File: src/rtl/frame_bit_deinterleaver_top_macros.svh
// Assertion macros shared by the frame bit deinterleaver RTL.
// No dependencies; define NO_ASSERTIONS to compile the checks out.
`ifndef FRAME_BIT_DEINTERLEAVER_TOP_MACROS_SVH
`define FRAME_BIT_DEINTERLEAVER_TOP_MACROS_SVH

`ifndef NO_ASSERTIONS
// Check a property on every rising edge outside reset.
`define FBD_ASSERT(lbl, clk, rst_n, prop, msg) \
	lbl: assert property (@(posedge clk) disable iff (!rst_n) prop) else $error(msg);
// Check that a condition never holds.
`define FBD_ASSERT_NEVER(lbl, clk, rst_n, cond, msg) \
	`FBD_ASSERT(lbl, clk, rst_n, !(cond), msg)
`else
`define FBD_ASSERT(lbl, clk, rst_n, prop, msg)
`define FBD_ASSERT_NEVER(lbl, clk, rst_n, cond, msg)
`endif

`endif

File: src/rtl/fbd_pkg.sv
// Shared types and constants of the frame bit deinterleaver.
// No dependencies; imported by every RTL module of the block.
package fbd_pkg;

	localparam int FRAME_LEN_W = 16;
	localparam int BPS_W       = 3;
	localparam int ORDER_W     = 15;
	localparam int SOFT_W      = 8;
	localparam int BLOCK_W     = 3;

	localparam int MAX_FRAME_DEF   = 65536;
	localparam int MAX_COLUMNS_DEF = 5;
	localparam int OP_QUEUE_DEPTH  = 4;

	// Bank bit plus position within a bank, for the largest frame.
	localparam int BANK_AW_MAX = 17;

	localparam int CFG_IDX_W  = 2;
	localparam int CFG_DATA_W = 16;
	localparam logic [CFG_IDX_W-1:0] REG_FRAME_LENGTH    = 2'd0;
	localparam logic [CFG_IDX_W-1:0] REG_BITS_PER_SYMBOL = 2'd1;
	localparam logic [CFG_IDX_W-1:0] REG_COLUMN_ORDER    = 2'd2;

	localparam logic [FRAME_LEN_W-1:0] FRAME_LENGTH_RST    = 16'd64800;
	localparam logic [BPS_W-1:0]       BITS_PER_SYMBOL_RST = 3'd2;
	localparam logic [ORDER_W-1:0]     COLUMN_ORDER_RST    = 15'd18056;

	localparam logic KIND_DATA  = 1'b0;
	localparam logic KIND_DRAIN = 1'b1;

	typedef struct packed {
		logic                     kind;
		logic signed [SOFT_W-1:0] soft_bit;
	} in_item_t;

	typedef struct packed {
		logic signed [SOFT_W-1:0] bit_out;
		logic                     last_of_frame;
	} out_item_t;

	// One bank operation: an optional readout and an optional store.
	typedef struct packed {
		logic                     rd_en;
		logic [BANK_AW_MAX-1:0]   rd_addr;
		logic                     last;
		logic                     wr_en;
		logic [BANK_AW_MAX-1:0]   wr_addr;
		logic signed [SOFT_W-1:0] wr_data;
	} op_t;

endpackage

File: src/rtl/fbd_queue.sv
// Short register queue of bank operations between front and back end.
// Depends on fbd_pkg for op_t and the default depth.
`include "frame_bit_deinterleaver_top_macros.svh"

module fbd_queue
	import fbd_pkg::*;
#(
	parameter int DEPTH = OP_QUEUE_DEPTH
) (
	input  logic clk,
	input  logic arst_n,
	input  logic push,
	input  op_t  op_in,
	output logic full,
	input  logic pop,
	output op_t  op_out,
	output logic empty
);

	localparam int PTR_W = (DEPTH > 1) ? $clog2(DEPTH) : 1;
	localparam int CNT_W = $clog2(DEPTH + 1);

	op_t              mem_q [DEPTH];
	logic [PTR_W-1:0] wr_ptr_q;
	logic [PTR_W-1:0] rd_ptr_q;
	logic [CNT_W-1:0] count_q;
	logic             do_push;
	logic             do_pop;

	assign full    = (count_q == CNT_W'(DEPTH));
	assign empty   = (count_q == '0);
	assign do_push = push && !full;
	assign do_pop  = pop && !empty;
	assign op_out  = mem_q[rd_ptr_q];

	always_ff @(posedge clk) begin
		if (do_push) begin
			mem_q[wr_ptr_q] <= op_in;
		end
	end

	always_ff @(posedge clk or negedge arst_n) begin
		if (!arst_n) begin
			wr_ptr_q <= '0;
			rd_ptr_q <= '0;
			count_q  <= '0;
		end else begin
			if (do_push) begin
				wr_ptr_q <= (wr_ptr_q == PTR_W'(DEPTH - 1)) ? '0 : wr_ptr_q + 1'b1;
			end
			if (do_pop) begin
				rd_ptr_q <= (rd_ptr_q == PTR_W'(DEPTH - 1)) ? '0 : rd_ptr_q + 1'b1;
			end
			count_q <= count_q + CNT_W'(do_push) - CNT_W'(do_pop);
		end
	end

	// The front end must hold back whenever the queue is full.
	`FBD_ASSERT_NEVER(a_push_when_full, clk, arst_n, push && full, "op pushed into full queue")

endmodule

File: config.mk
export PLATFORM = sky130hd
export DESIGN_NAME = fbd_queue
export DESIGN_NICKNAME = d
export VERILOG_FILES = /design/src/rtl/fbd_pkg.sv /design/src/rtl/fbd_queue.sv
export VERILOG_INCLUDE_DIRS = /design/src /design/src/rtl
export SDC_FILE = /design/constraint.sdc
export NUM_CORES = 1
export LEC_CHECK = 0
export BUFFER_PORTS_ARGS = -buffer_cell sky130_fd_sc_hd__buf_2
export CAP_MARGIN = 10
export CORE_ASPECT_RATIO = 1.75
export CORE_MARGIN = 1.5
export CORE_UTILIZATION = 30
export DETAILED_ROUTE_END_ITERATION = 8
export MAX_ROUTING_LAYER = met4
export PLACE_DENSITY = 0.45
export SLEW_MARGIN = 40
export SYNTH_ARGS = -nofsm -noshare
export SYNTH_HDL_FRONTEND = slang
export SYNTH_SLANG_ARGS = --single-unit
File: constraint.sdc
create_clock -name clk -period 5.8 [get_ports clk]
set_input_delay 1.16 -clock clk [delete_from_list [all_inputs] [get_ports clk]]
set_output_delay 1.16 -clock clk [all_outputs]
set_load 0.02 [all_outputs]
==> flow_summary.toml, run 1 <==
[logic_synthesis]
yosys_register_bits = 187
cell_area_after_synthesis_mm2 = 0.00693
ys_top_cells_by_area = "edfxtp_1, mux4_2, dfrtp_1"
netlist.area_leader.share_pct = 78.0
synthesis.area_per_instance_um2 = 25.3
synthCells = 274
synth.yosys.seq_area_share_pct = 80.5
syn_nets = 331
post_synth_num_cell_types = 19
synth.largest_area_cell = "edfxtp_1"
count_of_yosys_warnings_during_synthesis = 0

[route]
detail_route.vias_per_cell = 4.38
ant_nets = 0
routed_wl_mm = 13.5
drt_pass1_iterations = 4
dr.first_iter.drc_count = 187
post-route-drc-count = 0
avgRoutedWirePerCell_um = 19.3
total_number_of_vias = 3068

[timing]
fin_crit_sh_pct = 59.0
final.setup.tns_ns = 0
maxSlewHeadroom_pct = 50.5
fmaxAchievable_mhz = 292
period_needed_ns = 3.42
rsz0062_at_grt = "no"
timing.clock.skew_ns = 0.00620
hold_viol = 0
slew_viol_final = 0
finalSetupViolations = 0
timing_worst_slew_pin_value_ns = 0.742
layout_setup_ws_ns = 2.38

[setup_path]
crit_chain = "buf_12 -> buf_12 -> mux4_2 -> buf_2"
worst-r2r-setup-slack_ns = 3.51
critical-path-top-delay-family = "buffers and inverters"
worst_setup_path_end_kind = "output pin"
critical_path.startpoint_type = "register"
r2r_worst_path_depth = 9
r2r_start = "count_q[2]"
timing_worst_setup_path_type = "register to output pin"
crit-reg2reg-capture = "count_q[2]"
crit_required_ns = 4.64
critical_path.max_stage_delay_ns = 0.61
worstPathMaxFanout = 20
cp_data_arrival_time_ns = 2.26
cpMostUsedCell = "buf_12"
critical_path_buf_inv_count = 3
crit_path_top_delay_cell = "dfrtp_4"

[clock_tree]
number_of_h_tree_branching_levels = 4
root_buffer = "clkbuf_16"
numClockSinks = 187
cts_setup_buffers = 0
cts_made_buffers = 17
clock_pin_slew_reported_for_the_worst_setup_and_hold_paths_after_clock_tree_synthesis_ns = 0.07
post_cts_resize_count = 0
insertion_delay_ns = 0.44
tritoncts = "done"
cts.hold.buffers_added = 0
cts_buffer_depth = 2

[floorplanning]
placementRows = 73
core_region_area_mm2 = 0.0227
die-width_um = 118
die_area_mm2 = 0.0241
die_h_um = 204
floorplan.initialDensity_pct = 30.5
floorplan.io_pins = 96

[place]
gpl.final_weighted_congestion = 0.684
dpl.hpwl_mm = 7.82
place_worst_setup_slack_ns = 2.76
io_buffers = 95

[global_routing]
grt_usage_pct = 12.5
via_count_of_the_first_global_routing_pass = 3513
grt_antenna_before_repair = 2
grt_pass1_wl_mm = 20.7
grt.overflow.total = 0
grt_start_max_net_pins = 46

[min_path]
min_delay_path_depth = 1
hold_path_class = "register to register"
endpoint_of_the_worst_hold_timing_path = "rd_ptr_q[1]"
timing.hold.worst.start = "rd_ptr_q[1]"

[finish]
final_nets = 442
layout-drive-gt1-share_pct = 47.0
area.growth.synth_to_final_pct = 21.6

[power_and_ir_drop]
leak_nw = 2.89
vdd_drop_max_v = 0.000282
cellPowerDensity_mw_per_mm2 = 535

[job]
max_cap_violations = 0

[outcome]
run_status = "completed"
-- where the power goes --
group,switching [mW],internal [mW],leakage [nW]
logic,0.816,0.576,0.846
registers,0.0911,1.79,1.73
clock network,0.481,0.756,0.311
-- worst max path at each step --
stage | from | to | slack (ns) | cells past startpoint
global route | rd_ptr_q[0] | op_out[9] | 2.21 | 4
floorplan | push | mem_q[3][0] | 2.81 | 2
CTS | rd_ptr_q[0] | op_out[9] | 2.27 | 4
global placement | rd_ptr_q[0] | op_out[4] | 2.63 | 2
detailed placement | rd_ptr_q[0] | op_out[9] | 2.76 | 4
finish | rd_ptr_q[0] | op_out[9] | 2.38 | 4
-- final cells by class --
class | instances | area (µm²)
multi-input cells | 70 | 1250
inverters | 7 | 26.3
flip-flops and latches | 187 | 5590
repair buffers | 102 | 553
diodes | 2 | 5.00
well taps | 300 | 375
fillers | 2082 | 14300
clock inverters | 15 | 204
clock buffers | 17 | 425
-- metal layers --
| layer | GRT usage [%] | wire length [µm] | part of all wire [%] | up-vias |
|---|---|---|---|---|
| met5 | - | 0 | 0 | - |
| met4 | 5.75 | 282 | 2.1 | 0 |
| met3 | 4.02 | 586 | 4.3 | 19 |
| met2 | 21.4 | 7360 | 54 | 60 |
| met1 | 13.0 | 5280 | 39 | 1613 |
| li1 | - | - | - | 1376 |
-- logic make-up after synthesis --
logic type	Yosys count	synth area share [%]
xor+xnor	2	0.253
fa+ha+maj	8	1.55
flops	187	80.5
compound gates	1	0.0903
buf+inv	17	1.50
mux	48	15.1
simple gates	11	0.957
-- cells in the final DEF, fill, tap and decap left out --
cell type,count
and2_2,4
buf_12,2
buf_2,95
buf_4,5
bufinv_16,5
clkbuf_16,17
clkinv_1,2
clkinv_2,6
clkinv_4,1
clkinvlp_4,1
dfrtp_1,5
dfrtp_2,1
dfrtp_4,1
diode_2,2
edfxtp_1,180
fa_1,1
ha_1,7
inv_1,7
mux2_2,3
mux4_2,45
nand2_1,1
nand2b_1,1
nor2_1,2
nor2b_1,1
nor3_1,1
nor3b_2,1
o22ai_1,1
xnor2_1,2
-- worst reg2reg max path: stages, from the launching register on --
cell     delay [ns]
dfrtp_1        0.41
nor3b_2        0.19
nor2b_1        0.33
inv_1          0.09
ha_1           0.29
inv_1          0.04
ha_1           0.18
fa_1           0.38
xnor2_1        0.18
xnor2_1        0.14
-- registers in the layout, summed over array words and instances (netlist names) --
register / cells
rd_ptr_q: 2
wr_ptr_q: 2
mem_q: 180
count_q: 3
-- cell usage after synthesis --
master / n
buf_2: 5
mux4_2: 45
nand2_1: 1
nor2b_1: 1
nor3_1: 1
inv_1: 7
nor2_1: 2
mux2_2: 3
o22ai_1: 1
buf_4: 1
xnor2_1: 2
buf_6: 4
nand2b_1: 1
nor3b_2: 1
ha_1: 7
fa_1: 1
dfrtp_1: 7
and2_1: 4
edfxtp_1: 180
-- stage by stage --
step | util (%) | power [mW] | hold slack, ns | instances | cell area, µm²
global route | 37.0 | 4.74 | 0.538 | 700 | 8420
finish | 37.0 | 4.51 | 0.534 | 700 | 8420
detailed placement | 34.3 | 3.37 | 0.522 | 666 | 7790
CTS | 37.0 | 4.62 | 0.518 | 698 | 8420
floorplan | - | 2.87 | 0.523 | 274 | 6930
global placement | 34.1 | 3.31 | 0.514 | 664 | 7750
(Power assumes the default switching activity.)
==> inputs of run 2 (changes only) <==
- ABC_AREA: default -> 1
- clock period: 5.8 -> 3.31 ns (I/O delays scaled with it)
==> run 2 against run 1 <==
  * First-iteration DRC count grew 11%
  * Core utilization is 1.3 points lower
  * Die area up 11%
  * Synthesized cell count grew 110%
  * Count of clock-buffer cells in the layout increased by 5
  * Worst setup slack worse by 1.8 ns
  * Sequential share of layout area decreased by 4.5 points
  * Critical path depth grew 2
  * Wire length grew 21%
  * Final cell count up 45%
==> flow_summary.toml, run 2 <==
[outcome]
run_status = "completed"

[setup_path]
timing_worst_setup_path_type = "register to output pin"
critical-path-top-delay-family = "flip-flops"
crit_chain = "buf_12 -> buf_12 -> nand2_1 -> o211ai_1 -> nand2_1 -> buf_2"
r2r_start = "count_q[1]"
worst-r2r-setup-slack_ns = 1.28
cp_data_arrival_time_ns = 2.10
critical_path_buf_inv_count = 3
worst_setup_path_end_kind = "output pin"
critical_path.max_stage_delay_ns = 0.71
crit_required_ns = 2.65
r2r_worst_path_depth = 9
worstPathMaxFanout = 41
crit-reg2reg-capture = "count_q[2]"
crit_path_top_delay_cell = "dfrtp_4"
critical_path.startpoint_type = "register"

[finish]
final_nets = 738
final-instance-count-excl-fill = 1012
largest_registers = "mem_q: 180 flops, count_q: 3 flops"
area.growth.synth_to_final_pct = 17.3
final.fill_count = 2486
layout_common_cells = "edfxtp_1, nand2_1, inv_1"
layout-drive-gt1-share_pct = 21.3
largest-register = "mem_q"
largest_reg_flops = 180
utilization_pct = 35.8
layout.cells.most_common = "edfxtp_1"
finish.instance_area_mm2 = 0.00903

[clock_tree]
cts_made_buffers = 17
tritoncts = "done"
cts_buffer_depth = 2
post_cts_resize_count = 0
insertion_delay_ns = 0.43
clock_pin_slew_reported_for_the_worst_setup_and_hold_paths_after_clock_tree_synthesis_ns = 0.07
number_of_h_tree_branching_levels = 4
root_buffer = "clkbuf_16"
cts.hold.buffers_added = 0
cts_setup_buffers = 0
numClockSinks = 187

[logic_synthesis]
synth.yosys.seq_area_share_pct = 72.4
post_synth_num_cell_types = 17
synth_top_family_by_area = "compound AO/OA/AOI/OAI gates"
ys_top_cells_by_area = "edfxtp_1, o211ai_1, nand2_1"
synth.largest_area_cell = "edfxtp_1"
yosys.area_share.simple_pct = 8.14
syn_nets = 639
synthCells = 582
synthMuxAreaShare_pct = 0
netlist.area_leader.share_pct = 70.2
ys_async_sr_fraction_pct = 3.74
synthesis.area_per_instance_um2 = 13.2
post_synthesis_compound_gate_area_fraction_pct = 9.29
count_of_yosys_warnings_during_synthesis = 0
synthAdderAreaFrac_pct = 1.40
cell_area_after_synthesis_mm2 = 0.00770
yosys_register_bits = 187
synth_top_cells_by_count = "edfxtp_1, nand2_1, inv_1"
synth_ff_type = "edfxtp_1"
post-synth-top-count-cell = "edfxtp_1"
synthXorXnorAreaFrac_pct = 0
synth_edf_count = 180

[floorplanning]
floorplan.io_pins = 96
placementRows = 77
die-width_um = 124
core_region_area_mm2 = 0.0252
die_area_mm2 = 0.0267
floorplan.initialDensity_pct = 30.5
die_h_um = 215

[route]
dr.first_iter.drc_count = 207
ant_nets = 0
metal3_wl_um = 550
detail_route.vias_per_cell = 4.48
routed_wl_mm = 16.4
top_layer_used = "met4"
total_number_of_vias = 4532
avgRoutedWirePerCell_um = 16.2
post-route-drc-count = 0
met2_length_mm = 9.12
drt_pass1_iterations = 6
wirelength_met1_mm = 6.31

[place]
placed_cells_incl_taps = 977
io_buffers = 95
dpl.hpwl_mm = 9.89
detailed_place.area_mm2 = 0.00846
gpl.final_weighted_congestion = 0.736

[power_and_ir_drop]
vdd_drop_max_v = 0.000355
leak_nw = 3.58
cellPowerDensity_mw_per_mm2 = 913

[timing]
rsz0062_at_grt = "no"
timing.clock.skew_ns = 0.0105
whs_ns = 0.0521
slew_viol_final = 0
fin_crit_sh_pct = 83.6
fmaxAchievable_mhz = 362
period_needed_ns = 2.77
finalSetupViolations = 0
maxSlewHeadroom_pct = 48.9
timing_worst_slew_pin_value_ns = 0.767
hold_viol = 0
final.setup.tns_ns = 0

[global_routing]
grt.overflow.total = 0
via_count_of_the_first_global_routing_pass = 4686
grt_start_max_net_pins = 81
grt_antenna_before_repair = 2
grt_pass1_wl_mm = 25.8
grt_usage_pct = 13.6

[min_path]
hold_path_class = "primary input to asynchronous set/reset pin"

[job]
max_cap_violations = 0
==> run 2: cell count changes after synthesis, sizes merged, moves of 2 or more <==
cell	delta
xnor2	-2
mux2	-3
and2	-4
nand3	+4
nand2	+151
buf	+18
o211ai	+90
inv	+97
mux4	-45
nor2	+5
==> run 2: routing by layer <==
metal / GRT usage [%] / up-vias
met5: - / -
met4: 5.83 / 0
met3: 3.16 / 17
met2: 24.4 / 81
met1: 13.7 / 2231
li1: - / 2203
==> run 2: worst max-delay path by stage <==
stage / slack [ns] / depth (start not counted) / to / startpoint
2_1_floorplan: 0.21 / 2 / mem_q[0][0] / push
3_3_place_gp: 0.87 / 4 / op_out[22] / rd_ptr_q[0]
3_5_place_dp: 0.84 / 5 / op_out[22] / rd_ptr_q[0]
4_1_cts: 0.35 / 5 / op_out[22] / rd_ptr_q[0]
5_1_grt: 0.38 / 6 / op_out[6] / rd_ptr_q[0]
6_report: 0.54 / 6 / op_out[6] / rd_ptr_q[0]
==> run 2: logic make-up (layout without fill, tap and decap cells) <==
group | count (synthesis) | in the layout
flip-flops | 187 | 187
AND/OR/NAND/NOR | 164 | 164
buffers and inverters | 133 | 245
AO/OA/AOI/OAI | 90 | 90
adder cells (fa/ha/maj) | 8 | 8
other | 0 | 2
==> run 2: where the power goes <==
group	total (mW)	switching, mW	internal (mW)
Sequential	3.31	0.194	3.12
Combinational	3.02	2.07	0.948
Clock	1.92	0.820	1.10
Total	8.25	3.08	5.17
==> run 2: cell type report <==
type	count	area, µm²	share of cell area [%]
antenna	2	5.00	0.0554
clock buffer	22	444	4.92
clock inverter	10	100	1.11
inverter	104	390	4.32
multi-input combinational	262	1480	16.4
sequential	187	5590	61.8
tap	316	395	4.38
timing repair buffer	109	631	6.98
==> run 2: per-stage QoR <==
stage	setup WS, ns	power, mW
floorplan	0.211	5.52
global placement	0.874	6.39
detailed placement	0.844	6.44
CTS	0.348	8.38
global route	0.380	8.79
finish	0.544	8.25
