File: config.mk
export PLATFORM = sky130hd
export DESIGN_NAME = fbd_front
export DESIGN_NICKNAME = d
export VERILOG_FILES = /design/src/rtl/fbd_pkg.sv /design/src/rtl/fbd_front.sv
export VERILOG_INCLUDE_DIRS = /design/src /design/src/rtl
export SDC_FILE = /design/constraint.sdc
export NUM_CORES = 1
export LEC_CHECK = 0
export ABC_AREA = 1
export BUFFER_PORTS_ARGS = -buffer_cell sky130_fd_sc_hd__clkbuf_2
export CORE_ASPECT_RATIO = 0.7
export CORE_MARGIN = 8
export CORE_UTILIZATION = 45
export CTS_CLUSTER_DIAMETER = 150
export DETAILED_ROUTE_END_ITERATION = 10
export PLACE_DENSITY = 0.66
export RECOVER_POWER = 50
export SYNTH_ARGS = -nofsm -noshare
export SYNTH_HDL_FRONTEND = slang
export SYNTH_SLANG_ARGS = --single-unit
File: constraint.sdc
create_clock -name clk -period 6.6 [get_ports clk]
set_clock_uncertainty 0.1 [all_clocks]
set_input_delay 1.65 -clock clk [delete_from_list [all_inputs] [get_ports clk]]
set_output_delay 1.65 -clock clk [all_outputs]
set_load 0.05 [all_outputs]
File: src/rtl/frame_bit_deinterleaver_top_macros.svh
// Assertion macros shared by the frame bit deinterleaver RTL.
// No dependencies; define NO_ASSERTIONS to compile the checks out.
`ifndef FRAME_BIT_DEINTERLEAVER_TOP_MACROS_SVH
`define FRAME_BIT_DEINTERLEAVER_TOP_MACROS_SVH

`ifndef NO_ASSERTIONS
// Check a property on every rising edge outside reset.
`define FBD_ASSERT(lbl, clk, rst_n, prop, msg) \
	lbl: assert property (@(posedge clk) disable iff (!rst_n) prop) else $error(msg);
// Check that a condition never holds.
`define FBD_ASSERT_NEVER(lbl, clk, rst_n, cond, msg) \
	`FBD_ASSERT(lbl, clk, rst_n, !(cond), msg)
`else
`define FBD_ASSERT(lbl, clk, rst_n, prop, msg)
`define FBD_ASSERT_NEVER(lbl, clk, rst_n, cond, msg)
`endif

`endif

File: src/rtl/fbd_pkg.sv
// Shared types and constants of the frame bit deinterleaver.
// No dependencies; imported by every RTL module of the block.
package fbd_pkg;

	localparam int FRAME_LEN_W = 16;
	localparam int BPS_W       = 3;
	localparam int ORDER_W     = 15;
	localparam int SOFT_W      = 8;
	localparam int BLOCK_W     = 3;

	localparam int MAX_FRAME_DEF   = 65536;
	localparam int MAX_COLUMNS_DEF = 5;
	localparam int OP_QUEUE_DEPTH  = 4;

	// Bank bit plus position within a bank, for the largest frame.
	localparam int BANK_AW_MAX = 17;

	localparam int CFG_IDX_W  = 2;
	localparam int CFG_DATA_W = 16;
	localparam logic [CFG_IDX_W-1:0] REG_FRAME_LENGTH    = 2'd0;
	localparam logic [CFG_IDX_W-1:0] REG_BITS_PER_SYMBOL = 2'd1;
	localparam logic [CFG_IDX_W-1:0] REG_COLUMN_ORDER    = 2'd2;

	localparam logic [FRAME_LEN_W-1:0] FRAME_LENGTH_RST    = 16'd64800;
	localparam logic [BPS_W-1:0]       BITS_PER_SYMBOL_RST = 3'd2;
	localparam logic [ORDER_W-1:0]     COLUMN_ORDER_RST    = 15'd18056;

	localparam logic KIND_DATA  = 1'b0;
	localparam logic KIND_DRAIN = 1'b1;

	typedef struct packed {
		logic                     kind;
		logic signed [SOFT_W-1:0] soft_bit;
	} in_item_t;

	typedef struct packed {
		logic signed [SOFT_W-1:0] bit_out;
		logic                     last_of_frame;
	} out_item_t;

	// One bank operation: an optional readout and an optional store.
	typedef struct packed {
		logic                     rd_en;
		logic [BANK_AW_MAX-1:0]   rd_addr;
		logic                     last;
		logic                     wr_en;
		logic [BANK_AW_MAX-1:0]   wr_addr;
		logic signed [SOFT_W-1:0] wr_data;
	} op_t;

endpackage

File: src/rtl/fbd_front.sv
// Front end: configuration registers, row count divider, frame counters and
// bank address generation. Depends on fbd_pkg and the assertion macros.
`include "frame_bit_deinterleaver_top_macros.svh"

module fbd_front
	import fbd_pkg::*;
#(
	parameter int MAX_FRAME   = MAX_FRAME_DEF,
	parameter int MAX_COLUMNS = MAX_COLUMNS_DEF
) (
	input  logic                  clk,
	input  logic                  arst_n,
	input  logic                  push,
	input  in_item_t              sample,
	output logic                  full,
	input  logic                  cfg_write,
	input  logic [CFG_IDX_W-1:0]  cfg_index,
	input  logic [CFG_DATA_W-1:0] cfg_data,
	input  logic                  q_full,
	output logic                  op_push,
	output op_t                   op
);

	localparam int POS_W  = $clog2(MAX_FRAME);
	localparam int LEN_W  = $clog2(MAX_FRAME + 1);
	localparam int COL_W  = $clog2(MAX_COLUMNS);
	localparam int M_W    = $clog2(MAX_COLUMNS + 1);
	localparam int OFF_W  = LEN_W + BLOCK_W;
	localparam int WA_W   = OFF_W + 1;
	localparam int CNT_W  = $clog2(LEN_W);
	localparam int NSLOT  = 1 << COL_W;

	localparam logic [2:0] ST_LOAD = 3'd0;
	localparam logic [2:0] ST_DIV  = 3'd1;
	localparam logic [2:0] ST_ROWS = 3'd2;
	localparam logic [2:0] ST_OFFS = 3'd3;
	localparam logic [2:0] ST_RUN  = 3'd4;

	function automatic logic [BLOCK_W-1:0] block_of(input logic [ORDER_W-1:0] order,
			input logic [COL_W-1:0] c);
		logic [BLOCK_W*NSLOT-1:0] wide;
		wide = (BLOCK_W*NSLOT)'(order);
		return wide[BLOCK_W*c +: BLOCK_W];
	endfunction

	logic [FRAME_LEN_W-1:0] frame_length_q;
	logic [BPS_W-1:0]       bps_q;
	logic [ORDER_W-1:0]     order_q;
	logic [2:0]             state_q;
	logic [CNT_W-1:0]       cnt_q;

	logic [LEN_W-1:0]       div_q;
	logic [M_W-1:0]         rem_q;
	logic [LEN_W-1:0]       rows_q;
	logic [LEN_W-1:0]       len_q;
	logic [OFF_W-1:0]       off_q [NSLOT];

	logic [POS_W-1:0]       row_q;
	logic [COL_W-1:0]       col_q;
	logic [POS_W-1:0]       rpos_q;
	logic                   wb_q;
	logic                   pending_q;

	logic [M_W-1:0]         m_eff;
	logic [LEN_W-1:0]       len_cap;
	logic [M_W:0]           trial;
	logic                   ge;
	logic                   accept;
	logic                   is_data;
	logic                   rd_last;
	logic                   col_last;
	logic                   row_last;
	logic                   frame_done;
	logic [WA_W-1:0]        lin_addr;
	logic [WA_W-1:0]        blk_addr;
	logic [WA_W-1:0]        wa;

	// Clamp the column count and the frame length to what the banks hold.
	always_comb begin
		if (bps_q == '0) begin
			m_eff = M_W'(1);
		end else if (M_W'(bps_q) > M_W'(MAX_COLUMNS)) begin
			m_eff = M_W'(MAX_COLUMNS);
		end else begin
			m_eff = M_W'(bps_q);
		end
		if (32'(frame_length_q) > MAX_FRAME) begin
			len_cap = LEN_W'(MAX_FRAME);
		end else begin
			len_cap = LEN_W'(frame_length_q);
		end
	end

	// One restoring step of len_cap / m_eff per cycle.
	assign trial = {rem_q, div_q[LEN_W-1]};
	assign ge    = (trial >= {1'b0, m_eff});

	assign accept   = push && !full;
	assign is_data  = (sample.kind == KIND_DATA);
	assign rd_last  = ((LEN_W+1)'(rpos_q) + 1'b1) >= (LEN_W+1)'(len_q);
	assign col_last = ((M_W+1)'(col_q) + 1'b1) >= (M_W+1)'(m_eff);
	assign row_last = ((LEN_W+1)'(row_q) + 1'b1) >= (LEN_W+1)'(rows_q);
	assign frame_done = accept && is_data && col_last && row_last;

	// Small column counts store in arrival order; others go by row block.
	assign lin_addr = ((m_eff == M_W'(2)) ? (WA_W'(row_q) << 1) : WA_W'(row_q))
		+ WA_W'(col_q);
	assign blk_addr = WA_W'(off_q[col_q]) + WA_W'(row_q);
	assign wa       = (m_eff <= M_W'(2)) ? lin_addr : blk_addr;

	always_comb begin
		op.rd_en   = pending_q;
		op.rd_addr = BANK_AW_MAX'({~wb_q, rpos_q});
		op.last    = rd_last;
		op.wr_en   = is_data && (wa < WA_W'(MAX_FRAME));
		op.wr_addr = BANK_AW_MAX'({wb_q, wa[POS_W-1:0]});
		op.wr_data = sample.soft_bit;
	end

	assign op_push = accept && (op.rd_en || op.wr_en);
	assign full    = (state_q != ST_RUN) || q_full;

	// Divider and scaling datapath.
	always_ff @(posedge clk) begin
		case (state_q)
			ST_LOAD: begin
				div_q <= len_cap;
				rem_q <= '0;
			end
			ST_DIV: begin
				div_q <= {div_q[LEN_W-2:0], ge};
				rem_q <= ge ? M_W'(trial - {1'b0, m_eff}) : trial[M_W-1:0];
			end
			ST_ROWS: begin
				rows_q <= (div_q == '0) ? LEN_W'(1) : div_q;
			end
			ST_OFFS: begin
				for (int c = 0; c < NSLOT; c++) begin
					off_q[c] <= OFF_W'(block_of(order_q, COL_W'(c))) * OFF_W'(rows_q);
				end
				len_q <= LEN_W'((LEN_W+M_W)'(rows_q) * (LEN_W+M_W)'(m_eff));
			end
			default: begin
			end
		endcase
	end

	always_ff @(posedge clk or negedge arst_n) begin
		if (!arst_n) begin
			frame_length_q <= FRAME_LENGTH_RST;
			bps_q          <= BITS_PER_SYMBOL_RST;
			order_q        <= COLUMN_ORDER_RST;
			state_q        <= ST_LOAD;
			cnt_q          <= '0;
			row_q          <= '0;
			col_q          <= '0;
			rpos_q         <= '0;
			wb_q           <= 1'b0;
			pending_q      <= 1'b0;
		end else begin
			case (state_q)
				ST_LOAD: begin
					cnt_q   <= '0;
					state_q <= ST_DIV;
				end
				ST_DIV: begin
					cnt_q <= cnt_q + 1'b1;
					if (cnt_q == CNT_W'(LEN_W - 1)) begin
						state_q <= ST_ROWS;
					end
				end
				ST_ROWS: state_q <= ST_OFFS;
				ST_OFFS: state_q <= ST_RUN;
				ST_RUN:  state_q <= ST_RUN;
				default: state_q <= ST_LOAD;
			endcase

			// Any write restarts the size computation.
			if (cfg_write) begin
				state_q <= ST_LOAD;
				case (cfg_index)
					REG_FRAME_LENGTH:    frame_length_q <= cfg_data[FRAME_LEN_W-1:0];
					REG_BITS_PER_SYMBOL: bps_q          <= cfg_data[BPS_W-1:0];
					REG_COLUMN_ORDER:    order_q        <= cfg_data[ORDER_W-1:0];
					default: begin
					end
				endcase
			end

			if (accept) begin
				// Readout of the pending frame first.
				if (pending_q) begin
					if (rd_last) begin
						pending_q <= 1'b0;
						rpos_q    <= '0;
					end else begin
						rpos_q <= rpos_q + 1'b1;
					end
				end
				// Then advance the write counters; a full frame swaps banks.
				if (is_data) begin
					if (col_last) begin
						col_q <= '0;
						if (row_last) begin
							row_q     <= '0;
							wb_q      <= ~wb_q;
							pending_q <= 1'b1;
							rpos_q    <= '0;
						end else begin
							row_q <= row_q + 1'b1;
						end
					end else begin
						col_q <= col_q + 1'b1;
					end
				end
			end
		end
	end

	`FBD_ASSERT(a_frame_swap, clk, arst_n, frame_done |=> pending_q && rpos_q == '0 && wb_q != $past(wb_q), "frame end did not swap banks")
	`FBD_ASSERT(a_col_bound, clk, arst_n, (M_W+1)'(col_q) < (M_W+1)'(MAX_COLUMNS), "column counter out of range")

endmodule

==> results summary <==
The flow ran to the end, but the final reports show violations. The final reports fail on max-capacitance violations, max-slew violations. The die covers 53200 µm².

The global-route wire length before repair came out at 91400 µm. The worst stage delay on the critical path came out at 430 ps. The total clock sinks came out at 233. Leaving out fill and tap cells, the most frequent cell in the layout is sky130_fd_sc_hd__nand2_1. The initial antenna violation count came out at 0.

The clock edge transition at the registers on the reported setup and hold paths is 60 ps. The placer congestion estimate is 0.974. The net count of the finished layout is 2936. The number of antenna diodes in the final layout is 0.

The average cell area after synthesis is 7.78 µm². The pin count of the biggest net entering global routing is 85. The setup slack on the worst flop-to-flop path came out at 1700 ps. In the final routed layout, each cell accounts on average for 17.8 µm. The number of I/O port buffers came out at 62. Once detail routing completed, the nets flagged for antenna violations numbered 0. Timing would allow up to 162 MHz. Setup repair after global routing left no endpoint under its margin. After routing the design area is 22200 µm². The proportion of synthesized flip-flops having asynchronous set or reset came out at 33.9%. The first detailed-routing pass ran for 6 iterations.

The worst path needs 6180 ps of the cycle, external delays included. Summed over all failing endpoints, the final setup total negative slack is 0 ps. The number of DRC markers after the initial detailed-route iteration came out at 1613.

The worst-margin pin slew is 2800 ps. In the final layout, the share of cells above drive strength 1 is 5.88%. For this block, the via count after detailed routing is 17400. STA classifies the critical path startpoint as a flip-flop. The worst slack on hold paths is 346 ps. The hold violation count in the final report came out at 0. The H-tree depth is 1. In this run the post-CTS setup repair buffer count came out at 0. The data required time at the worst endpoint is 4850 ps. The library cell appearing most often on the critical path is sky130_fd_sc_hd__nand2_1. The type of the setup path with the least slack is flip-flop to output port.

The critical path goes through buf_4 -> clkinv_1 -> buf_4 -> a21oi_1 -> o21ai_0 -> a32o_1 -> ha_1 -> nand2_1 -> nor2_1 -> and3_1 -> nand2_1 -> nand2_1 -> nand2_1 -> nand2_1 -> nand3_1 -> nand2_1 -> nand2_1 -> nand2_1 -> nand2_1 -> a21oi_2 -> clkbuf_2. The maximum net fanout on the critical path is 20. The effective utilization at floorplan is 45.7%. Summed over all nets, the half-perimeter wirelength after detailed placement is 44000 µm. Power spread over the standard cell area amounts to 304 nW/µm². The final wirelength is 57800 µm. The synthesized design devotes to its leading area cell type 22.4% of total area.

The dominant cell type by area after synthesis is sky130_fd_sc_hd__edfxtp_1. The number of global-route vias before repair is 16700. The deepest clock path buffer count is 3.

The post-cts hold buffer count came out at 0. The number of instances resized during post-cts repair is 0. The final cycle utilization of the critical path is 93.7%. TritonCTS built the clock tree. The worst setup path is captured at an output port.

The register bit count reported by yosys came out at 233. The region available for standard cell placement spans 45200 µm². Max-cap violations in this run came to 3. The critical path arrival is 4430 ps. The average vias per placed instance is 5.35. In this run the core area contains 65 standard-cell rows. The number of max-slew violations in the final report came out at 148. The number of enable-type register cells in the synthesized netlist came out at 154. The cell with the largest stage delay on the worst path is sky130_fd_sc_hd__clkinv_1. The count of final setup violators came out at 0.

The insertion delay of the later-clocked pin in the worst-skew pair came out at 560 ps. The top-level port count came out at 79. The layout has 4435 filler cells. The total clock buffers created by CTS is 26. Across the VDD grid, the largest voltage drop is 0.153 mV. The static leakage power came out at 11.3 nW.

The post-placement cell area is 21300 µm². In this run the worst hold path is classified as flip-flop to flip-flop. For this run, the number of Yosys warnings is 0. The final routed DRC violation total is 0.

The synthesized netlist contains 56 unique library cells. The die height is 195 µm. Relative to the synthesized area, the layout overhead comes to 7.36%.

The overall fraction of global-route tracks in use came out at 21.4%. After synthesis, the cell types taking the most area are sky130_fd_sc_hd__edfxtp_1 22%, sky130_fd_sc_hd__nand2_1 13%, sky130_fd_sc_hd__ha_1 11%, sky130_fd_sc_hd__fa_1 9.5%, sky130_fd_sc_hd__inv_1 8.6%. Measured against its own limit, the worst slew margin works out to -87.4%. The cell sitting at the root of the clock tree is a sky130_fd_sc_hd__clkbuf_16.

The sequential element share of the synthesized area came out at 32.0%. The number of nets in the synthesized netlist is 2963. The total congestion overflow is 0. In the synthesized netlist the dominant register cell turns out to be sky130_fd_sc_hd__edfxtp_1. The die outline width is 272 µm. The top cell types in the final layout, fill and taps aside, are 743 x sky130_fd_sc_hd__nand2_1, 475 x sky130_fd_sc_hd__inv_1, 174 x sky130_fd_sc_hd__ha_1. The post-synthesis cell area came out at 20700 µm². The cell count after synthesis came out at 2659.
-- cells in the mapped netlist (5+ instances only) --
cell                       instances
sky130_fd_sc_hd__xnor2_1          37
sky130_fd_sc_hd__o31ai_1           9
sky130_fd_sc_hd__o21ai_0         166
sky130_fd_sc_hd__clkbuf_1        104
sky130_fd_sc_hd__o21ai_1          12
sky130_fd_sc_hd__fa_1             98
sky130_fd_sc_hd__o22ai_1          14
sky130_fd_sc_hd__nor2_1           79
sky130_fd_sc_hd__nand4_1          26
sky130_fd_sc_hd__ha_1            174
sky130_fd_sc_hd__nand2_1         743
sky130_fd_sc_hd__buf_4            11
sky130_fd_sc_hd__inv_1           475
sky130_fd_sc_hd__nand3_1          90
sky130_fd_sc_hd__nor3_1           12
sky130_fd_sc_hd__buf_1            12
sky130_fd_sc_hd__a21o_1            6
sky130_fd_sc_hd__nor4_1            6
sky130_fd_sc_hd__dfrtp_1          65
sky130_fd_sc_hd__edfxtp_1        154
sky130_fd_sc_hd__xor2_1           98
sky130_fd_sc_hd__nand2_2           5
sky130_fd_sc_hd__o211ai_1          5
sky130_fd_sc_hd__dfstp_2          14
sky130_fd_sc_hd__a21oi_1         160
sky130_fd_sc_hd__o21bai_1         10
sky130_fd_sc_hd__a32o_1           15
-- sequential cells by signal, summed over array words and instances, names as in the netlist --
register,cells
cnt_q,5
row_q,16
div_q,17
len_q,17
bps_q,3
frame_length_q,16
col_q,3
wb_q,1
order_q,15
off_q,100
pending_q,1
rpos_q,16
state_q,3
rem_q,3
rows_q,17
-- power by group --
group	switching [mW]	internal (mW)	total, mW
Combinational	2.02	1.02	3.04
Sequential	0.304	1.86	2.17
Clock	0.627	0.904	1.53
-- cell type report --
cell class | count | area (µm²) | area share (%)
Inverter | 478 | 1800 | 8.10
Timing Repair Buffer | 78 | 413 | 1.86
Sequential cell | 233 | 6620 | 29.8
Clock buffer | 42 | 833 | 3.75
Clock inverter | 6 | 70.1 | 0.316
Tap cell | 603 | 754 | 3.40
Multi-Input combinational cell | 1815 | 11700 | 52.8
-- logic make-up after synthesis --
group                    share of synthesized area (%)
AND/OR/NAND/NOR                                   19.3
buffers and inverters                             11.4
AO/OA/AOI/OAI                                     11.5
adder cells (fa/ha/maj)                           20.0
flip-flops                                        32.0
XOR/XNOR                                          5.72
multiplexers                                    0.0544
-- worst paths after layout --
check,depth (start not counted),from,endpoint
worst min register to register,0,div_q[5],rows_q[5]
worst max-delay path,21,col_q[1],op_push
worst max register to register,2,state_q[2],off_q[2][8]
worst min-delay path,0,div_q[5],rows_q[5]
max in group asynchronous,2,arst_n,col_q[0]
min in group asynchronous,1,arst_n,frame_length_q[9]
-- worst max-delay path: cells and delay by family, from the launching register on --
| kind | cells | cell delay [ps] |
|---|---|---|
| buffers and inverters | 4 | 1320 |
| AND/OR/NAND/NOR | 12 | 1140 |
| AO/OA/AOI/OAI | 4 | 690 |
| adder cells (fa/ha/maj) | 1 | 370 |
| flip-flops | 1 | 340 |
-- routing by layer --
metal  routed length [µm]  up-vias  global-route usage [%]
met4                 1410        0                    5.22
met5                    0        -                       0
met3                 5300       84                    4.49
li1                     -     8401                       -
met1                28100     8321                    32.7
met2                23000      598                    30.3
-- metrics by stage --
stage	std cells	setup slack [ps]	utilization (%)	power (mW)
6_report	3255	418	49.1	6.74
5_1_grt	3255	49.9	49.1	7.24
2_1_floorplan	2659	559	-	4.47
3_3_place_gp	3207	1130	47.2	5.12
4_1_cts	3255	380	49.1	6.75
3_5_place_dp	3207	998	47.2	5.20
Power figures use the tool's default switching activity.
